==> src/rtl/m7fm_pkg.sv <==
package m7fm_pkg;

  // Defaults for the top-level parameters.
  localparam int TexWidthLog2Def  = 8;
  localparam int TexHeightLog2Def = 8;
  localparam int ScreenColBitsDef = 10;

  // Configuration port.
  localparam int CfgIdxW  = 3;
  localparam int CfgDataW = 24;

  typedef enum logic [CfgIdxW-1:0] {
    CFG_CENTER_X     = 3'd0,
    CFG_CENTER_Y     = 3'd1,
    CFG_HEIGHT_SCALE = 3'd2,
    CFG_HORIZON      = 3'd3,
    CFG_SAMPLE_STEP  = 3'd4,
    CFG_VIEW_ANGLE   = 3'd5,
    CFG_FOV_HALF     = 3'd6
  } cfg_idx_e;

  typedef enum logic {
    ACT_WRITE  = 1'b0,
    ACT_RENDER = 1'b1
  } action_e;

  // Fixed-point widths.
  localparam int DistW      = 24;
  localparam int DividendW  = 28;
  localparam int DivisorW   = 17;
  localparam int TrigW      = 16;
  localparam int AngleW     = 12;
  localparam int FovW       = 11;
  localparam int CordicSteps = 14;
  localparam int CordicStepW = 4;
  localparam int CordicXW    = 24;
  localparam int CordicTW    = 18;
  localparam int CordicX0    = 636751;

  localparam logic [DistW-1:0] DistMax = {DistW{1'b1}};

  typedef struct packed {
    action_e     action;
    logic [7:0]  tex_u;
    logic [7:0]  tex_v;
    logic [31:0] texel;
    logic [9:0]  row;
    logic [9:0]  col;
    logic        sat;
  } item_t;

  typedef struct packed {
    logic signed [TrigW-1:0] sin_a;
    logic signed [TrigW-1:0] cos_a;
    logic signed [TrigW-1:0] sin_b;
    logic signed [TrigW-1:0] cos_b;
  } trig_t;

  typedef enum logic [1:0] {
    CS_IDLE,
    CS_LOAD,
    CS_RUN
  } cordic_state_e;

  // Arctangent of 2^-i in 1/65536-turn units.
  function automatic logic signed [CordicTW-1:0] cordic_atan(input logic [CordicStepW-1:0] i);
    logic signed [CordicTW-1:0] r;
    case (i)
      4'd0:    r = 18'sd8192;
      4'd1:    r = 18'sd4836;
      4'd2:    r = 18'sd2555;
      4'd3:    r = 18'sd1297;
      4'd4:    r = 18'sd651;
      4'd5:    r = 18'sd326;
      4'd6:    r = 18'sd163;
      4'd7:    r = 18'sd81;
      4'd8:    r = 18'sd41;
      4'd9:    r = 18'sd20;
      4'd10:   r = 18'sd10;
      4'd11:   r = 18'sd5;
      4'd12:   r = 18'sd3;
      4'd13:   r = 18'sd1;
      default: r = 18'sd0;
    endcase
    return r;
  endfunction

endpackage

==> src/rtl/m7fm_div.sv <==
module m7fm_div (
  input  logic                             clk_i,
  input  logic                             rst_ni,
  input  logic                             en_i,
  input  logic                             valid_i,
  input  m7fm_pkg::item_t                  item_i,
  input  logic [m7fm_pkg::DividendW-1:0]   dividend_i,
  input  logic [m7fm_pkg::DivisorW-1:0]    divisor_i,
  output logic                             valid_o,
  output m7fm_pkg::item_t                  item_o,
  output logic [m7fm_pkg::DividendW-1:0]   quot_o
);
  import m7fm_pkg::*;

  localparam int Stages = DividendW;

  logic                 vld_q  [Stages];
  item_t                item_q [Stages];
  logic [DivisorW-1:0]  rem_q  [Stages];
  logic [DivisorW-1:0]  dvs_q  [Stages];
  logic [DividendW-1:0] quo_q  [Stages];

  // One quotient bit per stage, restoring form; each stage takes its bit straight from the
  // dividend, which the user must keep static while items are in flight (the block does not enforce it).
  for (genvar k = 0; k < Stages; k++) begin : g_stage
    logic                 vld_in;
    item_t                item_in;
    logic [DivisorW-1:0]  rem_in, dvs_in;
    logic [DividendW-1:0] quo_in;
    logic [DivisorW:0]    trial;
    logic                 ge;

    if (k == 0) begin : g_first
      assign vld_in  = valid_i;
      assign item_in = item_i;
      assign rem_in  = '0;
      assign dvs_in  = divisor_i;
      assign quo_in  = '0;
    end else begin : g_next
      assign vld_in  = vld_q[k-1];
      assign item_in = item_q[k-1];
      assign rem_in  = rem_q[k-1];
      assign dvs_in  = dvs_q[k-1];
      assign quo_in  = quo_q[k-1];
    end

    assign trial = {rem_in, dividend_i[DividendW-1-k]};
    assign ge    = (trial >= {1'b0, dvs_in});

    always_ff @(posedge clk_i or negedge rst_ni) begin
      if (!rst_ni) begin
        vld_q[k] <= 1'b0;
      end else if (en_i) begin
        vld_q[k] <= vld_in;
      end
    end

    always_ff @(posedge clk_i) begin
      if (en_i) begin
        item_q[k] <= item_in;
        dvs_q[k]  <= dvs_in;
        rem_q[k]  <= ge ? DivisorW'(trial - {1'b0, dvs_in}) : DivisorW'(trial);
        quo_q[k]  <= {quo_in[DividendW-2:0], ge};
      end
    end
  end

  assign valid_o = vld_q[Stages-1];
  assign item_o  = item_q[Stages-1];
  assign quot_o  = quo_q[Stages-1];

endmodule

==> config.mk <==
export PLATFORM = sky130hd
export DESIGN_NAME = m7fm_div
export DESIGN_NICKNAME = d
export VERILOG_FILES = /design/src/rtl/m7fm_pkg.sv /design/src/rtl/m7fm_div.sv
export SDC_FILE = /design/constraint.sdc
export NUM_CORES = 2
export LEC_CHECK = 0
export ABC_AREA = 0
export BUFFER_PORTS_ARGS = -buffer_cell sky130_fd_sc_hd__buf_4
export CORE_MARGIN = 2
export CORE_UTILIZATION = 55
export DETAILED_ROUTE_END_ITERATION = 12
export PLACE_DENSITY = 0.71
export SETUP_SLACK_MARGIN = 0.1
export SYNTH_ARGS = -nofsm -noshare
export SYNTH_HDL_FRONTEND = slang
export SYNTH_SLANG_ARGS = --single-unit
export TNS_END_PERCENT = 20
==> constraint.sdc <==
create_clock -name clk_i -period 6.3 [get_ports clk_i]
set_clock_uncertainty 0.15 [all_clocks]
set_input_delay 1.26 -clock clk_i [delete_from_list [all_inputs] [get_ports clk_i]]
set_output_delay 1.26 -clock clk_i [all_outputs]
set_load 0.03 [all_outputs]
* Word level (Yosys, flattened, before mapping)
Memory sizes are Yosys's and may differ from the RTL's.
Cells that the tools add are included.
** Word-level totals
- Register bits after elaboration :: 28
- Logic and storage cells :: 118
- Bits in writable memories :: 3696
- Output and inout bits :: 99
- Bits in latches :: 0
- ROM bits :: 0
- Memories kept :: 4
** Cells by class
- Reductions and logical operators :: 0
- Shifts and indexed selects :: 0
- $lt $le $gt $ge :: 28
- Bitwise logic cells :: 0
- Divide/modulo/power cells :: 0
- Multiplexer cells :: 30
- Equality and inequality tests :: 0
- Multiply operators :: 0
- $add $sub $neg :: 28
** Memories
- item_q :: depth 28, bits a word 70, read ports 28, clocked after memory_dff 0, wr ports 28, RTL line m7fm_div.sv:18 : item_t item_q [Stages];
- quo_q :: depth 28, bits a word 28, read ports 28, clocked after memory_dff 0, wr ports 28, RTL line m7fm_div.sv:21 : logic [DividendW-1:0] quo_q [Stages];
- dvs_q :: depth 28, bits a word 17, read ports 27, clocked after memory_dff 0, wr ports 28, RTL line m7fm_div.sv:20 : logic [DivisorW-1:0] dvs_q [Stages];
- rem_q :: depth 28, bits a word 17, read ports 27, clocked after memory_dff 0, wr ports 28, RTL line m7fm_div.sv:19 : logic [DivisorW-1:0] rem_q [Stages];
** Operator list (number)
- $ge A18 B17 Y1 :: 27
- $mux W17 :: 28
- $sub A17 B17 Y17 :: 27
- $ge A1 B17 Y1 :: 1
- $sub A1 B17 Y17 :: 1
- $mux W1 :: 2

* Depth between registers and ports, before layout
An unclocked memory read counts as a cell.
- Depth after elaboration :: 3
- Depth in mapped cells :: 13
- Gate-level depth less buffers :: 12

* Least setup slack after synthesis
Ideal clock, no wire load.
- Kind :: input to register
- Start :: input port dividend_i[1] (netlist name)
- End :: memory rem_q[26][8], in the netlist rem_q[6][42] (data pin)
- Stages on the path :: 12
- Setup time :: 260 ps
- Setup slack :: 2055 ps
- Arrival :: 3835 ps
- Required time :: 5890 ps
- Cells stage by stage :: inv_1 ha_1 inv_1 fa_1 a21o_1 a221oi_2 o21ai_2 a21boi_4 o211ai_2 a311oi_4 buf_8 mux2_4
** RTL lines
- start, declared :: RTL line m7fm_div.sv:7 : input logic [m7fm_pkg::DividendW-1:0] dividend_i,
- end, declared :: RTL line m7fm_div.sv:19

==> results.toml <==
[status]
outcome = "complete, no violations"

[sta]
max_freq_ghz = 0.2414
slew_viol_final = 0
rsz0062_at_grt = "false"
setup_tns_ps = 0
slew_headroom_pct = 21.79
worst_pin_slew_ps = 1173
hold_viol = 0
finalSetupViolCount = 0
min_period_ps = 4142
finalCritPeriodShare_pct = 65.75

[synth]
synth_fa_ha_area_share_pct = 4.911
ys_types = 96
synthMuxAreaShare_pct = 2.942
synth_warnings = 0
synth_top_family_by_area = "compound AO/OA/AOI/OAI gates"
async_flop_share_pct = 0.8454
synth_area_um2 = 128100
syn_inst = 7421
synth-edff-count = 3284
synth_compound_area_share_pct = 6.589
yosysMostFrequentCell = "edfxtp_1"
synth_top_area_cell = "edfxtp_1"
netlist_top_cells_area = "edfxtp_1 (77%), ha_1 (4.5%), mux2_2 (2.5%)"
synthXorXnorAreaFrac_pct = 2.011
synth-seq-cells = 3312
synthSimpleGateAreaFrac_pct = 3.989
synthFlopType = "edfxtp_1"
synth_top_area_share_pct = 77.01
avgSynthCellArea_um2 = 17.26
seq_area_frac_synth_pct = 77.56
yosys-top-cells-count = "edfxtp_1 (3284), inv_1 (579), ha_1 (461), a21oi_1 (330), o21ai_0 (303)"
synthesis.nets = 8027

[worst_setup_path]
crit_path_max_fanout = 18
critPathRequiredTime_ps = 6760
crit_buf_inv = 3
slowest_stage = "a211oi_4"
path_delay_family = "compound AO/OA/AOI/OAI gates"
r2r.worst_path.cells = 10
r2r-start = "dvs_q[7][0]"
regToRegSetupSlack_ps = 2330
critPathMaxStageDelay_ps = 880
crit_type = "input port to flip-flop"
arrival_ps = 4600
crit_top_cell = "inv_1"
cp-start-kind = "input port"
cp-end-kind = "flip-flop"
reg2reg_to = "rem_q[2][2]"
cp_cell_sequence = "buf_4 > inv_1 > ha_1 > inv_1 > fa_1 > a211oi_2 > o21bai_1 > a211oi_1 > o21ai_1 > a221o_1 > a211oi_4 > mux2_2"

[final_layout]
design_area_um2 = 144800
area_growth_pct = 13.07
final_net_count = 8569
fin_util_pct = 62.39
drive_gt1_share_pct = 13.40

[drt]
drc_errors = 0
num_vias = 60970
drt_pass1_iterations = 8
wl_per_cell_um = 18.80
drtIter0Drc = 4783
avgViaCountPerCell = 5.412
wl_um = 211800
ant_nets = 0

[worst_hold_path]
hold_class = "input port to asynchronous set/reset pin"

[global_route]
grt_overflow = 0
grt_max_degree = 191
antenna_found_initial = 7
grt_pass1_wl_um = 336500
grt_usage_pct = 17.93
grt_pass1_vias = 61230

[placed_design]
routabilityCongestion = 0.8860
portBuffers = 217
dpl_cell_area_um2 = 133900
dp_hpwl_um = 135900

[clock_network]
cts_tree = "done"
cts_inserted_buffers = 346
ctsLongestPathBuffers = 4
holdBufCountCts = 0
clk_latency_ps = 940
cts_max_level = 5
cts_resized = 0
post_cts_buffers = 0
clkSinkCount = 3312
path_clk_slew_ps = 60
cts-root-buf = "clkbuf_16"

[floorplanning]
die_y_um = 486.5
die_x_um = 486.5
num_rows = 177
core_um2 = 232100
dieArea_um2 = 236700
start_util_pct = 55.17
pin_count = 218

[flow_run]
maxCapViolations = 0

[power]
leakage_nw = 53.42
p_per_area_nw_per_um2 = 451.6
ir_drop_mv = 0.2621
[cell usage in the layout, fill, tap and decap left out, types with 23 or more instances in the layout]
cell	instances
a211o_1	23
a211oi_1	56
a21o_1	169
a21oi_1	330
a31oi_1	35
and3_1	32
buf_4	252
bufinv_16	35
clkbuf_1	63
clkbuf_16	350
clkinv_1	74
clkinv_2	53
dfrtp_1	28
edfxtp_1	3284
fa_1	26
ha_1	461
inv_1	579
mux2_2	284
mux2i_1	37
nand2_1	276
nand2b_1	44
nand3_1	73
nand3b_1	31
nand4_1	65
nor2_1	283
nor2b_1	46
nor3_1	84
o21a_1	74
o21ai_0	302
o21bai_1	48
xnor2_1	174
xor2_1	120
[power breakdown]
group / internal (W) / total (W) / switching [W]
logic: 0.00732 / 0.0160 / 0.00868
clock network: 0.0116 / 0.0196 / 0.00795
registers: 0.0282 / 0.0298 / 0.00166
[cell families (layout without fill, tap and decap cells)]
| family | count (synthesis) | after routing |
|---|---|---|
| compound gates | 1281 | 1281 |
| xor+xnor | 294 | 294 |
| fa+ha+maj | 487 | 487 |
| buf+inv | 663 | 1464 |
| flops | 3312 | 3312 |
| mux | 336 | 336 |
| other cells | 0 | 1 |
| simple gates | 1048 | 1048 |
[state kept, by name, summed over array words and instances (netlist names)]
register,cells
dvs_q,459
g_stage.vld_in,27
item_q,1960
quo_q,406
rem_q,459
valid_o,1
[layer usage]
| layer | up-vias | global-route usage, % | share of wire, % |
|---|---|---|---|
| li1 | 29500 | - | - |
| met1 | 29860 | 25.22 | 45 |
| met2 | 1220 | 29.20 | 48 |
| met3 | 389 | 2.801 | 4.1 |
| met4 | 0 | 5.225 | 2.5 |
| met5 | - | 0 | 0 |
[metrics by stage]
stage | hold slack (ps) | power [W] | instances | setup slack (ps)
after floorplan | 250.3 | 0.04184 | 7421 | 2055
after global placement | 250.1 | 0.04574 | 10660 | 1404
after detailed placement | 254.5 | 0.04610 | 10660 | 1289
after CTS | 47.50 | 0.06602 | 11270 | 2295
after global routing | 85.30 | 0.06897 | 11270 | 2068
final | 123.0 | 0.06539 | 11270 | 2158
[worst reg2reg max path, delay by kind of cell (launching register included)]
| kind | cells | cell delay [ps] |
|---|---|---|
| AOI/OAI and AO/OA | 6 | 2060 |
| adders and majority gates | 2 | 630 |
| muxes | 1 | 420 |
| DFF | 1 | 400 |
| buffers and inverters | 1 | 60 |
[worst max path at each step]
stage              endpoint  slack, ps           start  cells past startpoint
4_1_cts         rem_q[2][2]       2300  dividend_i[19]                     12
3_5_place_dp   rem_q[6][35]       1290   dividend_i[1]                     12
3_3_place_gp   rem_q[6][38]       1400   dividend_i[1]                     12
2_1_floorplan  rem_q[6][42]       2060   dividend_i[1]                     12
5_1_grt        rem_q[5][65]       2070   dividend_i[4]                     12
6_report        rem_q[2][2]       2160  dividend_i[19]                     12
[area by class of cell]
class                           count  area (µm²)
Clock buffer                      415        9022
Sequential cell                  3312       99320
Fill cell                       16350       87300
Clock inverter                    192        1892
Multi-Input combinational cell   3446       26210
Timing Repair Buffer              275        2360
Tap cell                         3043        3807
Antenna cell                        1       2.502
Inverter                          582        2185
Note: power is estimated with default switching activity, not from simulation.
