===== config.mk =====
export PLATFORM = sky130hd
export DESIGN_NAME = m7fm_cordic
export DESIGN_NICKNAME = d
export VERILOG_FILES = /design/src/rtl/m7fm_pkg.sv /design/src/rtl/m7fm_cordic.sv
export SDC_FILE = /design/constraint.sdc
export NUM_CORES = 1
export LEC_CHECK = 0
export BUFFER_PORTS_ARGS = -buffer_cell sky130_fd_sc_hd__clkbuf_2
export CORE_MARGIN = 10
export CORE_UTILIZATION = 64
export DETAILED_ROUTE_END_ITERATION = 6
export GPL_TIMING_DRIVEN = 0
export PLACE_DENSITY_LB_ADDON = 0.3
export SLEW_MARGIN = 25
export SYNTH_ARGS = -nofsm -noshare
export SYNTH_HDL_FRONTEND = slang
export SYNTH_SLANG_ARGS = --single-unit

===== constraint.sdc =====
create_clock -name clk_i -period 10.8 [get_ports clk_i]
set_clock_uncertainty 0.05 [all_clocks]
set_input_delay 0.54 -clock clk_i [delete_from_list [all_inputs] [get_ports clk_i]]
set_output_delay 0.54 -clock clk_i [all_outputs]
set_load 0.1 [all_outputs]

===== src/rtl/m7fm_pkg.sv =====
package m7fm_pkg;

  // Defaults for the top-level parameters.
  localparam int TexWidthLog2Def  = 8;
  localparam int TexHeightLog2Def = 8;
  localparam int ScreenColBitsDef = 10;

  // Configuration port.
  localparam int CfgIdxW  = 3;
  localparam int CfgDataW = 24;

  typedef enum logic [CfgIdxW-1:0] {
    CFG_CENTER_X     = 3'd0,
    CFG_CENTER_Y     = 3'd1,
    CFG_HEIGHT_SCALE = 3'd2,
    CFG_HORIZON      = 3'd3,
    CFG_SAMPLE_STEP  = 3'd4,
    CFG_VIEW_ANGLE   = 3'd5,
    CFG_FOV_HALF     = 3'd6
  } cfg_idx_e;

  typedef enum logic {
    ACT_WRITE  = 1'b0,
    ACT_RENDER = 1'b1
  } action_e;

  // Fixed-point widths.
  localparam int DistW      = 24;
  localparam int DividendW  = 28;
  localparam int DivisorW   = 17;
  localparam int TrigW      = 16;
  localparam int AngleW     = 12;
  localparam int FovW       = 11;
  localparam int CordicSteps = 14;
  localparam int CordicStepW = 4;
  localparam int CordicXW    = 24;
  localparam int CordicTW    = 18;
  localparam int CordicX0    = 636751;

  localparam logic [DistW-1:0] DistMax = {DistW{1'b1}};

  typedef struct packed {
    action_e     action;
    logic [7:0]  tex_u;
    logic [7:0]  tex_v;
    logic [31:0] texel;
    logic [9:0]  row;
    logic [9:0]  col;
    logic        sat;
  } item_t;

  typedef struct packed {
    logic signed [TrigW-1:0] sin_a;
    logic signed [TrigW-1:0] cos_a;
    logic signed [TrigW-1:0] sin_b;
    logic signed [TrigW-1:0] cos_b;
  } trig_t;

  typedef enum logic [1:0] {
    CS_IDLE,
    CS_LOAD,
    CS_RUN
  } cordic_state_e;

  // Arctangent of 2^-i in 1/65536-turn units.
  function automatic logic signed [CordicTW-1:0] cordic_atan(input logic [CordicStepW-1:0] i);
    logic signed [CordicTW-1:0] r;
    case (i)
      4'd0:    r = 18'sd8192;
      4'd1:    r = 18'sd4836;
      4'd2:    r = 18'sd2555;
      4'd3:    r = 18'sd1297;
      4'd4:    r = 18'sd651;
      4'd5:    r = 18'sd326;
      4'd6:    r = 18'sd163;
      4'd7:    r = 18'sd81;
      4'd8:    r = 18'sd41;
      4'd9:    r = 18'sd20;
      4'd10:   r = 18'sd10;
      4'd11:   r = 18'sd5;
      4'd12:   r = 18'sd3;
      4'd13:   r = 18'sd1;
      default: r = 18'sd0;
    endcase
    return r;
  endfunction

endpackage


===== src/rtl/m7fm_cordic.sv =====
module m7fm_cordic (
  input  logic                          clk_i,
  input  logic                          rst_ni,
  input  logic                          start_i,
  input  logic [m7fm_pkg::AngleW-1:0]   view_angle_i,
  input  logic [m7fm_pkg::FovW-1:0]     fov_half_i,
  output logic                          busy_o,
  output m7fm_pkg::trig_t               trig_o
);
  import m7fm_pkg::*;

  cordic_state_e state_q, state_d;
  logic                        sel_q;
  logic [CordicStepW-1:0]      step_q;
  logic signed [CordicXW-1:0]  x_q, y_q, nx, ny, xs, ys;
  logic signed [CordicTW-1:0]  t_q, nt, t0, tf;
  logic                        neg_q, negf;
  logic [AngleW-1:0]           ang;
  logic signed [CordicXW-1:0]  cr, sr;
  logic signed [TrigW-1:0]     cq, sq;
  trig_t                       trig_q;

  // Saturating round from Q1.20 to Q1.14.
  function automatic logic signed [TrigW-1:0] to_q14(input logic signed [CordicXW-1:0] v);
    logic signed [CordicXW-1:0] r;
    r = (v + CordicXW'(32)) >>> 6;
    if (r > CordicXW'(16384)) r = CordicXW'(16384);
    if (r < -CordicXW'(16384)) r = -CordicXW'(16384);
    return TrigW'(r);
  endfunction

  always_comb begin
    state_d = state_q;
    case (state_q)
      CS_IDLE: if (start_i) state_d = CS_LOAD;
      CS_LOAD: state_d = start_i ? CS_LOAD : CS_RUN;
      CS_RUN: begin
        if (start_i) begin
          state_d = CS_LOAD;
        end else if (step_q == CordicStepW'(CordicSteps - 1)) begin
          state_d = sel_q ? CS_IDLE : CS_LOAD;
        end
      end
      default: state_d = CS_IDLE;
    endcase
  end

  always_comb begin
    busy_o = (state_q != CS_IDLE);
    trig_o = trig_q;
  end

  // Angle in 1/65536 turn, folded into a quarter turn either side of zero.
  always_comb begin
    ang = sel_q ? (AngleW'(0) - view_angle_i - AngleW'(fov_half_i))
                : (AngleW'(fov_half_i) - view_angle_i);
    t0  = CordicTW'($signed({ang, 4'b0000}));
    tf   = t0;
    negf = 1'b0;
    if (t0 > CordicTW'(16384)) begin
      tf   = t0 - CordicTW'(32768);
      negf = 1'b1;
    end else if (t0 < -CordicTW'(16384)) begin
      tf   = t0 + CordicTW'(32768);
      negf = 1'b1;
    end
  end

  always_comb begin
    xs = x_q >>> step_q;
    ys = y_q >>> step_q;
    if (!t_q[CordicTW-1]) begin
      nx = x_q - ys;
      ny = y_q + xs;
      nt = t_q - cordic_atan(step_q);
    end else begin
      nx = x_q + ys;
      ny = y_q - xs;
      nt = t_q + cordic_atan(step_q);
    end
    cr = nx;
    sr = ny;
    cq = neg_q ? -to_q14(cr) : to_q14(cr);
    sq = neg_q ? -to_q14(sr) : to_q14(sr);
  end

  always_ff @(posedge clk_i or negedge rst_ni) begin
    if (!rst_ni) begin
      state_q <= CS_LOAD;
      sel_q   <= 1'b0;
      step_q  <= '0;
    end else begin
      state_q <= state_d;
      if (start_i) begin
        sel_q <= 1'b0;
      end else if (state_q == CS_RUN && step_q == CordicStepW'(CordicSteps - 1)) begin
        sel_q <= ~sel_q;
      end
      if (state_q == CS_RUN) step_q <= step_q + 1'b1;
      else step_q <= '0;
    end
  end

  always_ff @(posedge clk_i) begin
    if (state_q == CS_LOAD) begin
      x_q   <= CordicXW'(CordicX0);
      y_q   <= '0;
      t_q   <= tf;
      neg_q <= negf;
    end else if (state_q == CS_RUN) begin
      x_q <= nx;
      y_q <= ny;
      t_q <= nt;
      if (step_q == CordicStepW'(CordicSteps - 1)) begin
        if (sel_q) begin
          trig_q.cos_b <= cq;
          trig_q.sin_b <= sq;
        end else begin
          trig_q.cos_a <= cq;
          trig_q.sin_a <= sq;
        end
      end
    end
  end

endmodule


Word-level counts from Yosys, hierarchy flattened
Memories as Yosys holds them, arrays and structs flattened.
Cells that the tools add are included.

storage, ports and cells
  input bits = 26
  ROM bits = 448
  logic and storage cells = 78
  memories kept = 2
  flip-flop bits (word level) = 138

operators by class
  muxes and demuxes = 26
  $lt $le $gt $ge = 6
  bitwise logic cells = 2
  $add $sub $neg = 16
  shifts and indexed selects = 2
  eq/ne operators = 5
  reduce and logical (&&, ||, !) cells = 8

memories
  memory           words  width  rd ports  clocked after memory_dff  wr ports  line            text
  (no name shown)  16     14     1         0                         0         m7fm_pkg.sv:68  case (i)
  (no name shown)  16     14     1         0                         0         m7fm_pkg.sv:68

operators with widths
  kind                      number
  $mux W18                  7
  $mux W24                  4
  $mux W16                  4
  $add A24 B24 Y24          2
  $add A24 B7 Y24 const B   2
  $lt A24 B15 Y1 const B    2
  $sshr A24 B4 Y24          2
  $sub A24 B24 Y24          2
  $gt A18 B16 Y1 const B    2
  $neg A16 Y16              2
  $add A16 B17 Y18 const B  1
  $add A18 B18 Y18          1
  $sub A16 B17 Y18 const B  1
  $sub A18 B18 Y18          1
  $gt A16 B16 Y1 const B    1
  $lt A16 B15 Y1 const B    1
  $mux W12                  1
  $sub A1 B12 Y12 const A   1
  $sub A11 B12 Y12          1
  $sub A12 B11 Y12          1
  $mux W2                   4
  $reduce_and A4 Y1         2
  $pmux W2 S3               1
  $reduce_bool A2 Y1        3
  other kinds (12)          16

Longest topological paths before layout
Gate-level depths: netlist of run 1.

  word-level depth = 10
  gate-level depth with buffers = 35

Worst setup path after synthesis of run 1
OpenSTA, ideal clock, no wires.

  path kind = reg2reg
  start point = reg step_q[2]
  end point = reg trig_q, in the netlist trig_o[12] (data pin)
  library setup time = 0.270 ns
  buffers on the path = 9
  period minus slack after synthesis = 8.512 ns
  arrival time = 8.192 ns
  setup slack = 2.288 ns
  stages on the path, launching flop included = 36
  data required time = 10.480 ns
  path through = dfrtp_1 > clkbuf_1 > clkbuf_1 > clkbuf_1 > clkbuf_1 > clkbuf_1 > clkbuf_1 > nand2_1 > o21ai_0 > ha_1 > nor2b_1 > nor4b_1 > nor2_1 > xnor2_1 > ha_1 > clkbuf_1 > nand3_1 > nor2_1 > and3_1 > o211ai_2 > and4_1 > nor3_1 > or4b_1 > clkbuf_1 > xor2_1 > or4_1 > a21boi_1 > a22oi_2 > buf_4 > or2_1 > ha_1 > and4_1 > nor2b_1 > nand2_1 > a211oi_1 > or3_1

on the way
  longest elaborated chain between the ends = 10
  elaborated cells on any way between the ends = 11

RTL lines
  element                                               line                                  text
  start: declaration                                    m7fm_cordic.sv:14                     logic [CordicStepW-1:0] step_q;
  start signal: assignment                              m7fm_cordic.sv:99                     if (state_q == CS_RUN) step_q <= step_q + 1'b1;
  $sshr A24 B4 Y24 *                                    m7fm_cordic.sv:71                     ys = y_q >>> step_q;
  $sub A24 B24 Y24 or $add A24 B24 Y24 (tied branches)  m7fm_cordic.sv:73, m7fm_cordic.sv:77
  $mux W24 *                                            m7fm_cordic.sv:72                     if (!t_q[CordicTW-1]) begin
  $add A24 B7 Y24 *                                     m7fm_cordic.sv:26                     r = (v + CordicXW'(32)) >>> 6;
  $gt A18 B16 Y1                                        m7fm_cordic.sv:27                     if (r > CordicXW'(16384)) r = CordicXW'(16384);
  $mux W24 *                                            m7fm_cordic.sv:27
  $lt A24 B15 Y1                                        m7fm_cordic.sv:28                     if (r < -CordicXW'(16384)) r = -CordicXW'(16384);
  $mux W16 *                                            m7fm_cordic.sv:28
  $neg A16 Y16                                          m7fm_cordic.sv:83                     cq = neg_q ? -to_q14(cr) : to_q14(cr);
  $mux W16 *                                            m7fm_cordic.sv:83
  via cq[12]                                            m7fm_cordic.sv:20                     logic signed [TrigW-1:0] cq, sq;
  end: declaration                                      m7fm_cordic.sv:21                     trig_t trig_q;

Mark *: on every way through the listed nets, which the timed path passes. The rest lies on a longest branch.
A chain may end at the register's enable or synchronous reset.

Worst setup path after layout of run 1
  start point = reg step_q[1]
  end point = reg trig_q, in the netlist trig_o[12] (data pin)

The elaborated chain is that of the path after synthesis.

==> reports/summary.log, run 1 <==
[critical_path] critical path depth in cells 33
[synth] area leader, netlist sky130_fd_sc_hd__edfxtp_1
[run] number of maximum-capacitance violations 0
[grt] maximum number of pins on one net before global-route repair 19
[floorplan] Core ar. 24,500 um^2
[grt] initial antenna violation count 0
[synth] Seq/Total Area, Yosys 22.6%
[detailed_routing] number of DRC markers after the initial detailed-route iteration 2,084
[sta] Slew Viols, Final 0
[clocking] clock-pin slew reported for the worst setup and hold paths after clock tree synthesis 70 ps
[clocking] cell chosen for the clock root sky130_fd_sc_hd__clkbuf_16
[synth] Net Count, Synth 2,041
[synth] leading register cell type out of synthesis sky130_fd_sc_hd__edfxtp_1
[critical_path] type of element capturing the critical path flop
[min_path] min-delay worst type primary input to flop
[sta] unrepaired setup endpoints after global routing false
[critical_path] cell count of the worst reg-to-reg path 33
[placed_design] Port Buffer Count 90
[clocking] deepest clock path buffer count 2
[synth] cell types occupying the most area after synthesis sky130_fd_sc_hd__edfxtp_1 16%, sky130_fd_sc_hd__ha_1 9.0%, sky130_fd_sc_hd__mux4_2 6.6%, sky130_fd_sc_hd__dfxtp_1 6.0%, sky130_fd_sc_hd__xnor2_1 5.7%
[detailed_routing] vias post-DR 15,974
[detailed_routing] number of iterations in the first detailed-routing pass 7
[final_layout] Design Area, Final 17,600 um^2
[synth] proportion of register bits with asynchronous set or reset after synthesis 5.07%
[sta] final period demand of the worst path 10,010 ps
[detailed_routing] number of nets still failing antenna checks after routing 0
[sta] Final Hold Viols 0
[critical_path] sort of element at the start of the critical path flop
[critical_path] Crit path buffers/inverters 7
[detailed_routing] routed length per instance 22.7 um
[sta] maximum clock frequency 99.9 MHz
[detailed_routing] Total Wirelength 53.2 mm
[final_layout] NumNets Final 2,155
[synth] area share of the largest cell type after synthesis 15.5%
[synth] number of warning messages in the yosys log 0
[detailed_routing] residual DRC count 2
[critical_path] Crit Path Class flop to flop
[synth] number of unique standard cell types used by synthesis 104
[clocking] total number of H-tree levels 4
[floorplan] Total Die Area 31,800 um^2
[clocking] postcts setup bufs 0
[min_path] cell depth of the worst hold path 2
[detailed_routing] average vias per placed instance 6.81
[final_layout] most common cell after layout, fill and taps aside sky130_fd_sc_hd__nor2_1
[final_layout] area taken by flip-flops and latches 3630 um^2
[final_layout] most frequent cells in the layout 188 x sky130_fd_sc_hd__nor2_1, 144 x sky130_fd_sc_hd__nand2_1, 142 x sky130_fd_sc_hd__a21oi_1
[final_layout] share of the core filled with cells 71.8%
[critical_path] CP max FO 12
[critical_path] cell with the most instances on the worst path sky130_fd_sc_hd__ha_1
[run_status] violated checks design-rule violations
[grt] GRT Total Usage 32.8%
[critical_path] crit path launch step_q[1]$_DFF_PN0_
[final_layout] diode insertion count for antenna repair 0
[sta] final worst hold slack 295 ps
[critical_path] arrival time at the worst endpoint 10,130 ps
[sta] least setup slack across all paths after layout 791 ps
[floorplan] width of the die 178 um
[synth] average cell area after synthesis 8.47 um^2
[min_path] endpoint of the worst hold-timing path state_q[0]$_DFFE_PN1P_
[final_layout] fraction of final layout cells sized beyond drive strength 1 14.6%
[placed_design] standard cell area after detailed placement 17,000 um^2
[grt] via count of the first global-routing pass 15,284
[clocking] TritonCTS clock tree built
[critical_path] RR Endpoint trig_o[12]$_DFFE_PP_
[grt] first-pass GRT wire length 83.1 mm
[final_layout] signed area change from the synthesized netlist to the final layout 9.47%
[min_path] launch instance of the worst min-delay path start_i
[final_layout] # fillers 1,901
[clocking] number of clock buffers inserted by TritonCTS 17
[critical_path] cell type of the slowest stage on the worst timing path sky130_fd_sc_hd__buf_1
[synth] Seq cells post-synth 138
[sta] endpoints failing setup 0
[clocking] TritonCTS sink count 138
[floorplan] row cnt 57
[placed_design] GP Congestion 1.08
[floorplan] Die Height 178 um
[critical_path] FF-to-FF Start step_q[1]$_DFF_PN0_
[floorplan] number of I/O pins 91
[run_status] result of the run finished with violations
[critical_path] Worst path max stage delay 570 ps
[placed_design] pre-CTS setup slack -313 ps
[synth] Post-synth EDFFs 83
[sta] Worst Tran Pin Value 1060 ps
[sta] final clock period utilization by the worst path 92.7%
[critical_path] worst-case register-to-register setup slack 790 ps
[critical_path] kind of cell with the highest combined delay on the critical path simple AND/OR/NAND/NOR gates
[synth] cell area after technology mapping 16,000 um^2
[synth] instance count of the mapped netlist 1,894
[final_layout] footprint of the multi-input gates 11,600 um^2
[placed_design] HPWL after DPL 41.3 mm
[sta] Slew Limit Headroom 29.4%
[floorplan] effective utilization at floorplan 65.6%
[clocking] Worst-Skew Late Latency 430 ps
[critical_path] Worst Path Required 10,920 ps
[grt] overflow left after global routing 0
[flip-flops by register name, indices dropped and copies added (netlist names)]
| signal | cells |
|---|---|
| state_q | 2 |
| sel_q | 1 |
| x_q | 24 |
| neg_q | 1 |
| trig_o | 64 |
| y_q | 24 |
| t_q | 18 |
| step_q | 4 |
[through the flow]
| step | instances | TNS, ps |
|---|---|---|
| final | 2344 | 0 |
| after global routing | 2344 | 0 |
| after CTS | 2346 | 0 |
| after detailed placement | 2314 | -801 |
| after global placement | 2308 | -2600 |
| after floorplan | 1894 | 0 |
[cell type report]
type                       count  area share, %
timing repair buffer          97           2.88
tap                          324           2.31
inverter                      95           2.03
clock buffer                  18           2.44
clock inverter                13          0.826
multi-input combinational   1557           66.2
sequential                   138           20.7
buffer                       102           2.69
[how the worst max path moves through the flow]
stage	to	slack, ps
after detailed placement	trig_o[12]$_DFFE_PP_	-310
after CTS	trig_o[12]$_DFFE_PP_	9
after global routing	trig_o[44]$_DFFE_PP_	220
after global placement	trig_o[12]$_DFFE_PP_	-500
final	trig_o[12]$_DFFE_PP_	790
after floorplan	trig_o[12]$_DFFE_PP_	2290
[metal layers]
metal	global-route usage (%)	part of all wire, %
met3	5.52	11
met4	14.4	4.4
met2	52.6	45
met1	42.7	40
met5	0	0
[what timing repair did]
| action | 4_1_cts | 5_1_grt |
|---|---|---|
| endpoints found under the hold margin | 6 | 0 |
| gates resized for setup | 2 | 5 |
| pin swaps | 0 | 0 |
| hold buffers | 1 | 0 |
| endpoints found under the setup margin | 5 | 14 |
[cell usage after synthesis (all sizes together) (15+ instances only)]
cell type  number
nor2          188
nand2         144
a21oi         143
ha            116
xnor2         105
inv            92
o21ai          86
edfxtp         83
clkbuf         66
mux2i          57
xor2           57
dfxtp          48
mux4           47
nor3           43
nand3          42
a21o           38
buf            38
a211oi         35
mux2           35
a31oi          32
nor2b          26
or3            26
and2           23
nand2b         23
nand4          21
o21bai         21
and3           18
o211ai         16
or2            16
o21a           15
[worst register-to-register path: cells and delay by family, from the launching register on]
family | cells | cell delay, ps
flip-flops | 1 | 400
multiplexers | 1 | 440
AND/OR/NAND/NOR | 17 | 4700
AO/OA/AOI/OAI | 3 | 650
XOR/XNOR | 2 | 320
buffers and inverters | 7 | 2310
adder cells (fa/ha/maj) | 3 | 890
[logic make-up (layout without fill, tap and decap cells)]
| kind of cell | Yosys count | count (layout) | synth area share (%) |
|---|---|---|---|
| mux | 139 | 139 | 12.6 |
| compound gates | 518 | 518 | 21.7 |
| simple gates | 617 | 617 | 19.3 |
| flops | 138 | 138 | 22.6 |
| xor+xnor | 162 | 162 | 8.89 |
| buf+inv | 199 | 325 | 5.18 |
| fa+ha+maj | 121 | 121 | 9.67 |
Power of run 1 is not shown: default switching activity piles up to over one toggle a cycle in this logic, so the estimate is an artifact.
==> run 2, diff against run 1 <==
- PLACE_DENSITY_LB_ADDON: 0.3 -> 0.05
- clock period: 10.8 -> 11.5 ns (I/O delays scaled with it)
==> run 2 against run 1 <==
  * The run still ends with design-rule violations left
  * Global-route usage is 0.22 points lower
  * Critical endpoint unchanged
  * Wire length shrank 0.45%
  * Design area is 0.30% higher
  * Maximum frequency shrank 9.2%
  * Sequential share of layout area down 0.062 points
  * Critical path type unchanged
  * Register-to-register slack worse by 310 ps
==> reports/summary.log, run 2 (same netlist as run 1, synthesis figures left out) <==
[grt] via count of the first global-routing pass 15,242 [-0.27%]
[grt] first-pass GRT wire length 82.7 mm [-0.51%]
[clocking] TritonCTS clock tree built
[min_path] cell depth of the worst hold path 2 [unchanged]
[detailed_routing] number of DRC markers after the initial detailed-route iteration 1,827 [-12%]
[sta] final period demand of the worst path 11,020 ps [+1010 ps]
[clocking] postcts setup bufs 0 [unchanged]
[clocking] Worst-Skew Late Latency 430 ps [about the same]
[sta] maximum clock frequency 90.8 MHz [-9.2%]
[detailed_routing] number of nets still failing antenna checks after routing 0 [unchanged]
[sta] unrepaired setup endpoints after global routing false
[run] number of maximum-capacitance violations 0 [unchanged]
[floorplan] row cnt 57 [unchanged]
[clocking] clock-pin slew reported for the worst setup and hold paths after clock tree synthesis 70 ps [about the same]
[sta] endpoints failing setup 0 [unchanged]
[sta] Slew Limit Headroom 26.9% [-2.5 points]
[clocking] number of clock buffers inserted by TritonCTS 17 [unchanged]
[sta] Final Hold Viols 0 [unchanged]
[min_path] endpoint of the worst hold-timing path sel_q$_DFFE_PN0P_
[detailed_routing] number of iterations in the first detailed-routing pass 7 [unchanged]
[final_layout] NumNets Final 2,157 [+0.093%]
[clocking] total number of H-tree levels 4 [unchanged]
[sta] sum of negative setup slack 0 ps [unchanged]
[critical_path] Worst Path Required 11,610 ps [+690 ps]
[floorplan] effective utilization at floorplan 65.6% [unchanged]
[detailed_routing] residual DRC count 4 [+2]
[final_layout] most frequent cells in the layout 188 x sky130_fd_sc_hd__nor2_1, 144 x sky130_fd_sc_hd__nand2_1, 142 x sky130_fd_sc_hd__a21oi_1
[floorplan] Die Height 178 um [unchanged]
[critical_path] sort of element at the start of the critical path flop
[critical_path] RR Endpoint trig_o[12]$_DFFE_PP_
[critical_path] Worst path max stage delay 580 ps [about the same]
[detailed_routing] total routed wire length on the met1 layer 21.0 mm [-1.4%]
[sta] final clock period utilization by the worst path 95.8% [+3.1 points]
[final_layout] max FFs per register 64 [unchanged]
[critical_path] type of element capturing the critical path flop
[critical_path] arrival time at the worst endpoint 11,130 ps [+1000 ps]
[run_status] result of the run finished with violations
[floorplan] Total Die Area 31,800 um^2 [unchanged]
[critical_path] cell with the most instances on the worst path sky130_fd_sc_hd__clkbuf_1
[final_layout] signed area change from the synthesized netlist to the final layout 9.80%
[placed_design] GP Congestion 1.07 [-1.0%]
[critical_path] FF-to-FF Start step_q[2]$_DFF_PN0_
[critical_path] cell count of the worst reg-to-reg path 35 [+6.1%]
[placed_design] Port Buffer Count 90 [unchanged]
[min_path] launch instance of the worst min-delay path start_i
[detailed_routing] Met2 Wirelength 23.9 mm [+0.13%]
[detailed_routing] Total Wirelength 52.9 mm [-0.45%]
[sta] Slew Viols, Final 0 [unchanged]
[grt] overflow left after global routing 0 [unchanged]
[min_path] min-delay worst type primary input to flop
[floorplan] Core ar. 24,500 um^2 [unchanged]
[grt] maximum number of pins on one net before global-route repair 19 [unchanged]
[detailed_routing] average vias per placed instance 6.82 [about the same]
[floorplan] width of the die 178 um [unchanged]
[critical_path] CP max FO 10 [-2]
[detailed_routing] met3 wire len 5.77 mm [+3.1%]
[grt] initial antenna violation count 0 [unchanged]
[placed_design] HPWL after DPL 41.0 mm [-0.65%]
[detailed_routing] highest layer used for signal routing met4
[floorplan] number of I/O pins 91 [unchanged]
[final_layout] fraction of final layout cells sized beyond drive strength 1 14.5% [-0.11 points]
[detailed_routing] vias post-DR 15,999 [+0.16%]
[clocking] TritonCTS sink count 138 [unchanged]
[final_layout] most common cell after layout, fill and taps aside sky130_fd_sc_hd__nor2_1
[clocking] deepest clock path buffer count 2 [unchanged]
[grt] GRT Total Usage 32.6% [-0.22 points]
[final_layout] diode insertion count for antenna repair 0 [unchanged]
[detailed_routing] routed length per instance 22.6 um [-0.53%]
[critical_path] Crit Path Class flop to flop
[critical_path] cell type of the slowest stage on the worst timing path sky130_fd_sc_hd__clkbuf_1
[clocking] cell chosen for the clock root sky130_fd_sc_hd__clkbuf_16
[run_status] violated checks design-rule violations
[sta] Worst Tran Pin Value 1100 ps [+37.2 ps]
[critical_path] worst-case register-to-register setup slack 480 ps [-310 ps]
## run 2: changes by cell type in the layout (fill, tap and decap cells not counted)
cell,delta
sky130_fd_sc_hd__buf_2,-1
sky130_fd_sc_hd__inv_8,-1
sky130_fd_sc_hd__clkbuf_2,-1
sky130_fd_sc_hd__clkinv_2,-2
sky130_fd_sc_hd__clkinv_1,+1
sky130_fd_sc_hd__clkbuf_1,+3
sky130_fd_sc_hd__bufinv_16,+2
sky130_fd_sc_hd__inv_6,+1
## run 2: worst max path at each step
stage                     slack (ps)                    to           startpoint
after global routing              90  trig_o[44]$_DFFE_PP_  step_q[2]$_DFF_PN0_
after floorplan                 2990  trig_o[12]$_DFFE_PP_  step_q[2]$_DFF_PN0_
after CTS                        490  trig_o[44]$_DFFE_PP_  step_q[2]$_DFF_PN0_
after global placement           400  trig_o[44]$_DFFE_PP_  step_q[2]$_DFF_PN0_
final                            480  trig_o[12]$_DFFE_PP_  step_q[2]$_DFF_PN0_
after detailed placement         550  trig_o[12]$_DFFE_PP_  step_q[2]$_DFF_PN0_
## run 2: per-layer routing
layer / GRT usage, % / up-vias
li1: - / 7263
met1: 41.8 / 7641
met2: 52.4 / 943
met3: 6.38 / 152
met4: 14.2 / 0
met5: 0 / -
## run 2: area by class of cell
type                            count  area, um^2
Timing Repair Buffer               97         505
Buffer                            104         477
Fill cell                        1871        6850
Tap cell                          324         405
Clock buffer                       17         425
Inverter                           95         357
Clock inverter                     14         196
Sequential cell                   138        3630
Multi-Input combinational cell   1557       11600
## run 2: stage by stage
stage	worst slack (ps)	utilization [%]	cells	cell area (um^2)	hold slack, ps
6_report	482	72.0	2346	17600	337
3_3_place_gp	400	69.1	2308	16900	397
2_1_floorplan	2990	-	1894	16000	229
5_1_grt	91.6	72.0	2346	17600	355
3_5_place_dp	547	69.3	2314	17000	398
4_1_cts	490	71.9	2346	17600	333
## run 2: timing repair
| item | CTS | global route |
|---|---|---|
| hold endpoints to repair | 6 | 0 |
| hold buffers | 1 | 0 |
| gates resized for setup | 0 | 3 |
| setup endpoints to repair | 0 | 6 |
## run 2: worst max-delay path, delay by kind of cell (launching register included)
kind / cells / cell delay [ps]
simple gates: 18 / 4590
buf+inv: 9 / 3840
fa+ha+maj: 3 / 860
compound gates: 3 / 600
flops: 1 / 460
xor+xnor: 2 / 330
Power of run 2 is left out for the same reason.
